## src/sv/rfa_ram.sv

```systemverilog
`timescale 1ns / 1ps
// ----------------------------------------------------------------------------
// rfa_ram
// Generic single write, single read RAM with registered read data.
// ----------------------------------------------------------------------------
module rfa_ram #(
    parameter int WIDTH = 32,
    parameter int DEPTH = 128
) (
    input  logic                     i_clk,
    input  logic                     i_we,
    input  logic [$clog2(DEPTH)-1:0] i_waddr,
    input  logic [WIDTH-1:0]         i_wdata,
    input  logic [$clog2(DEPTH)-1:0] i_raddr,
    output logic [WIDTH-1:0]         o_rdata
);

    logic [WIDTH-1:0] r_mem [DEPTH];

    always_ff @(posedge i_clk) begin
        if (i_we) begin
            r_mem[i_waddr] <= i_wdata;
        end
        o_rdata <= r_mem[i_raddr];
    end

endmodule

```

## config.mk

```make
export PLATFORM = sky130hd
export DESIGN_NAME = rfa_ram
export DESIGN_NICKNAME = d
export VERILOG_FILES = /design/src/sv/rfa_ram.sv
export SDC_FILE = /design/constraint.sdc
export NUM_CORES = 2
export LEC_CHECK = 0
export BUFFER_PORTS_ARGS = -buffer_cell sky130_fd_sc_hd__buf_2
export CORE_ASPECT_RATIO = 0.75
export CORE_MARGIN = 1.5
export CORE_UTILIZATION = 63
export DETAILED_ROUTE_END_ITERATION = 10
export PLACE_DENSITY = 0.76
export SYNTH_ARGS = -nofsm -noshare
export SYNTH_HDL_FRONTEND = slang
export SYNTH_SLANG_ARGS = --single-unit
```

## constraint.sdc

```tcl
create_clock -name i_clk -period 5.75 [get_ports i_clk]
set_clock_uncertainty 0.15 [all_clocks]
set_input_delay 1.15 -clock i_clk [delete_from_list [all_inputs] [get_ports i_clk]]
set_output_delay 1.15 -clock i_clk [all_outputs]
set_load 0.02 [all_outputs]
```

* Yosys cells after proc, flatten, opt, wreduce, memory -nomap -nowiden
Memories as Yosys holds them, arrays and structs flattened. A register that Yosys moved wholly into a read port is not among the register bits.
Cells that the tools add are included.
** Word-level totals
- Register bits after elaboration :: 0
- Latch bits :: 0
- Bits in writable memories :: 4096
- Memory bits (read-only) :: 0
- Input port bits :: 48
- Output and inout bits :: 32
- Logic and storage cells :: 3
- Memories kept :: 1
** Memories
- r_mem :: depth 128, width 32, read ports 1, clocked after Yosys merged registers in 1, wr ports 1, line 18 : logic [WIDTH-1:0] r_mem [DEPTH];
** Cells by class
- Add/subtract/negate cells :: 0
- Multiply operators :: 0
- Divide/modulo/power cells :: 0
- Order comparisons :: 0
- Eq/ne operators :: 0
- Shift-type cells :: 0
- Muxes and demuxes :: 2
- Bitwise operators :: 0
- Reduce and logical (&&, ||, !) cells :: 0
** Operators by type and width (number)
- 1-bit two-way mux :: 2

* Depth between registers and ports, before layout
- Depth in word-level cells :: 2
- Mapped depth :: 8
- Mapped depth without buffers :: 4

* Worst setup path after synthesis
Ideal clock, no wire load.
- Kind :: input port to flip-flop
- Start :: input port i_we
- End :: memory r_mem[98][0] (enable)
- Library setup time :: 461 ps
- Arrival time :: 3928 ps
- Data required time :: 5139 ps
- Setup slack :: 1211 ps
- Stages on the path :: 3
- Path buffers :: 1
- Cells stage by stage :: clkbuf_1 > nand4_1 > nor3_1
** On the way
- Cells in the longest elaborated chain, start to end :: 2
** Ends and longest elaborated chain
- start, declared :: line 11 : input logic i_we,
- 1-bit two-way mux :: line 21 : if (i_we) begin
- 1-bit two-way mux (implied by the code) :: line 22 : r_mem[i_waddr] <= i_wdata;
- end, declared :: line 18
No other way between the ends.

==> results by group <==
Synth
  • Mapped Area: 156,300 um^2
  • Synth Area in XOR/XNOR: 0
  • Mux cell area share after synthesis: 0.1960
  • Ys Warns: 0
  • Compound-Gate Fraction of Synth Area: 0
  • Post-synthesis adder-cell area fraction: 0
  • Library cells used by synthesis: 17
  • Flop and latch count out of synthesis: 4,128
  • Syn Nets: 6,038
  • Mapped Cells: 5,990
  • Syn Area/Cell: 26.09 um^2
  • Synth Area in Simple Gates: 0.004460
  • Largest family of logic cells by synthesized area: multiplexers
  • Seq/Total Area, Yosys: 0.7912

CTS
  • CTS sink count: 4,128
  • Total CTS buffers: between 300 and 400
  • CTS clk-pin slew, worst paths: 0.07 ns
  • Root Buffer: clkbuf_16
  • H-tree depth: 5
  • Hold buffers post-CTS: 0
  • Clock Latency Late Sink: 0.92 ns
  • Post-CTS Resized: 0
  • Post-CTS setup buffers: 0
  • TritonCTS clock tree: yes
  • Clk buf depth: 4

Global route
  • Met3 usage: 0.1284
  • Met1 usage: 0.4990
  • First-pass GRT wire length: ~600,000 um
  • Grt ovf: 0
  • Maximum number of pins on one net before global-route repair: between 90 and 100
  • Total track usage: 0.3558
  • Vias in the first global route: 74,670
  • M2 GR Usage: 0.5246
  • Initial antenna violation count: 63
  • Busiest grt layer: met2

STA
  • Final setup fails: 0
  • Slew Viols, Final: 0
  • Worst slew pin tran: 1.274 ns
  • Final Hold Fails: 0
  • Tmin final: 3.956 ns
  • Slew HR: 0.1508
  • Final Cycle Share: 0.6879
  • TNS Setup: 0 ns
  • RSZ-0062 raised after global routing: no
  • FMAX: 252.8 MHz

Route
  • Routed WL: ~440,000 um
  • Via Count: 75,350
  • Final ANT Viol Nets: 0
  • DRT iter0 DRCs: 14,120
  • Pre-antenna DRT Iters: 8
  • DRC: 0
  • Via density: 7.523
  • WL/cell: 43.77 um

Setup path
  • Req. time, crit path: 6.39 ns
  • Kind of critical path: in -> reg
  • Setup crit end: o_rdata[19]
  • RR Startpoint: r_mem[23][1]
  • R2r endpoint: o_rdata[1]
  • Worst-path fanout max: 41
  • Worst Setup Start Kind: input pin
  • Crit path arrival time: 4.60 ns
  • CP Launch Point: i_raddr[0]
  • Worst-case reg-to-reg path depth: 4
  • R2R setup slack: 2.86 ns
  • Endpoint class of the critical path: register

Floorplanning
  • Die footprint: between 200,000 and 300,000 um^2
  • Row cnt: between 150 and 200
  • Total core area: between 200,000 and 250,000 um^2
  • # IOs: 80
  • Die Span X: 578.1 um
  • Starting density of the core: 0.6329
  • Vert. Die Dim: 434.3 um

Outcome
  • Outcome: completed

Finish
  • NumNets Final: 6,479
  • Ratio of cells with drive above 1 in the final layout: 0.3586
  • Area Growth Syn to Fin: 12.28%
  • Fillers: 13,110
  • Final Core Density: 0.7107
  • Most frequent cells in the layout: edfxtp_1, mux4_2, clkbuf_16
  • Commonest non-fill, non-tap cell in the layout: edfxtp_1

Place
  • Gpl congestion: 0.8644
  • Port Buf Inserts: between 70 and 80
  • Post-DP HPWL: 231,800 um

Power
  • PD cells: ~350 nW/um^2
  • Pleak: 53.83 nW
  • Pwr Total: 0.06134 W
  • Worst vdd ir: 0.3361 mV

Min path
  • Worst min path class: in -> reg

Run
  • # Max-Cap Violations: 0
flip-flops by register name (all words and copies together) (netlist names):
signal and count:
r_mem 4096, o_rdata 32
layout make-up:
type | instances | area [um^2] | share of cell area
sequential | 4128 | 123600 | 0.7046
antenna | 18 | 45.04 | 0.0002567
timing repair buffer | 385 | 3664 | 0.02088
tap | 3280 | 4104 | 0.02339
multi-input combinational | 1546 | 32290 | 0.1840
clock buffer | 464 | 9990 | 0.05693
clock inverter | 195 | 1739 | 0.009911
synth_stat cells:
cell type	instances	share of area
buf_1	50	0.0012
buf_2	79	0.0025
buf_4	3	0.00014
buf_6	2	0.00014
clkbuf_1	182	0.0044
dfxtp_1	32	0.0041
edfxtp_1	4096	0.79
mux2_2	32	0.0023
mux4_2	1344	0.19
nand2_1	14	0.00034
nand2b_1	2	0.000080
nand3_1	12	0.00038
nand4_1	3	0.00012
nor2_1	122	0.0029
nor2b_1	7	0.00028
nor3_1	9	0.00029
or3_1	1	0.000040
how the worst min path moves through the flow:
stage / from / to / cells past startpoint
after CTS: i_wdata[13] / r_mem[0][13] / 1
after global placement: r_mem[94][26] / o_rdata[26] / 4
after global routing: i_wdata[13] / r_mem[2][13] / 1
after detailed placement: r_mem[72][15] / o_rdata[15] / 4
after floorplan: r_mem[36][0] / o_rdata[0] / 4
final: i_wdata[13] / r_mem[2][13] / 1
kinds of logic after synthesis:
kind of cell | Yosys count
flip-flops | 4128
multiplexers | 1376
buffers and inverters | 316
AND/OR/NAND/NOR | 170
critical path: stages:
cell    delay, ns
buf_12       0.40
buf_12       0.34
buf_12       0.25
buf_4        0.25
mux4_2       0.54
mux4_2       0.70
mux4_2       0.54
mux2_2       0.29
power breakdown:
group	internal, W	switching (W)
sequential	0.0332	0.000110
clock	0.0137	0.0109
combinational	0.00124	0.00218
total	0.0481	0.0132
per-stage QoR:
step / cell area, um^2 / hold slack, ns / worst slack [ns] / instances
CTS: 175400 / 0.5621 / 1.823 / 9998
floorplan: 156300 / 0.9237 / 1.211 / 5990
detailed placement: 163700 / 0.9815 / 0.9463 / 9339
global route: 175400 / 0.5966 / 1.758 / 10000
finish: 175500 / 0.5929 / 1.794 / 10020
global placement: 163700 / 0.9801 / 0.9528 / 9339
per-layer routing:
metal / up-vias / part of all wire / wire length [um]
met2: 7246 / 0.45 / 199000
met4: 46 / 0.042 / 18540
met1: 39820 / 0.34 / 149300
met5: - / 0.00090 / 396
met3: 1006 / 0.16 / 71130
li1: 27240 / - / -
No activity file was read; power rests on OpenSTA's default activity.
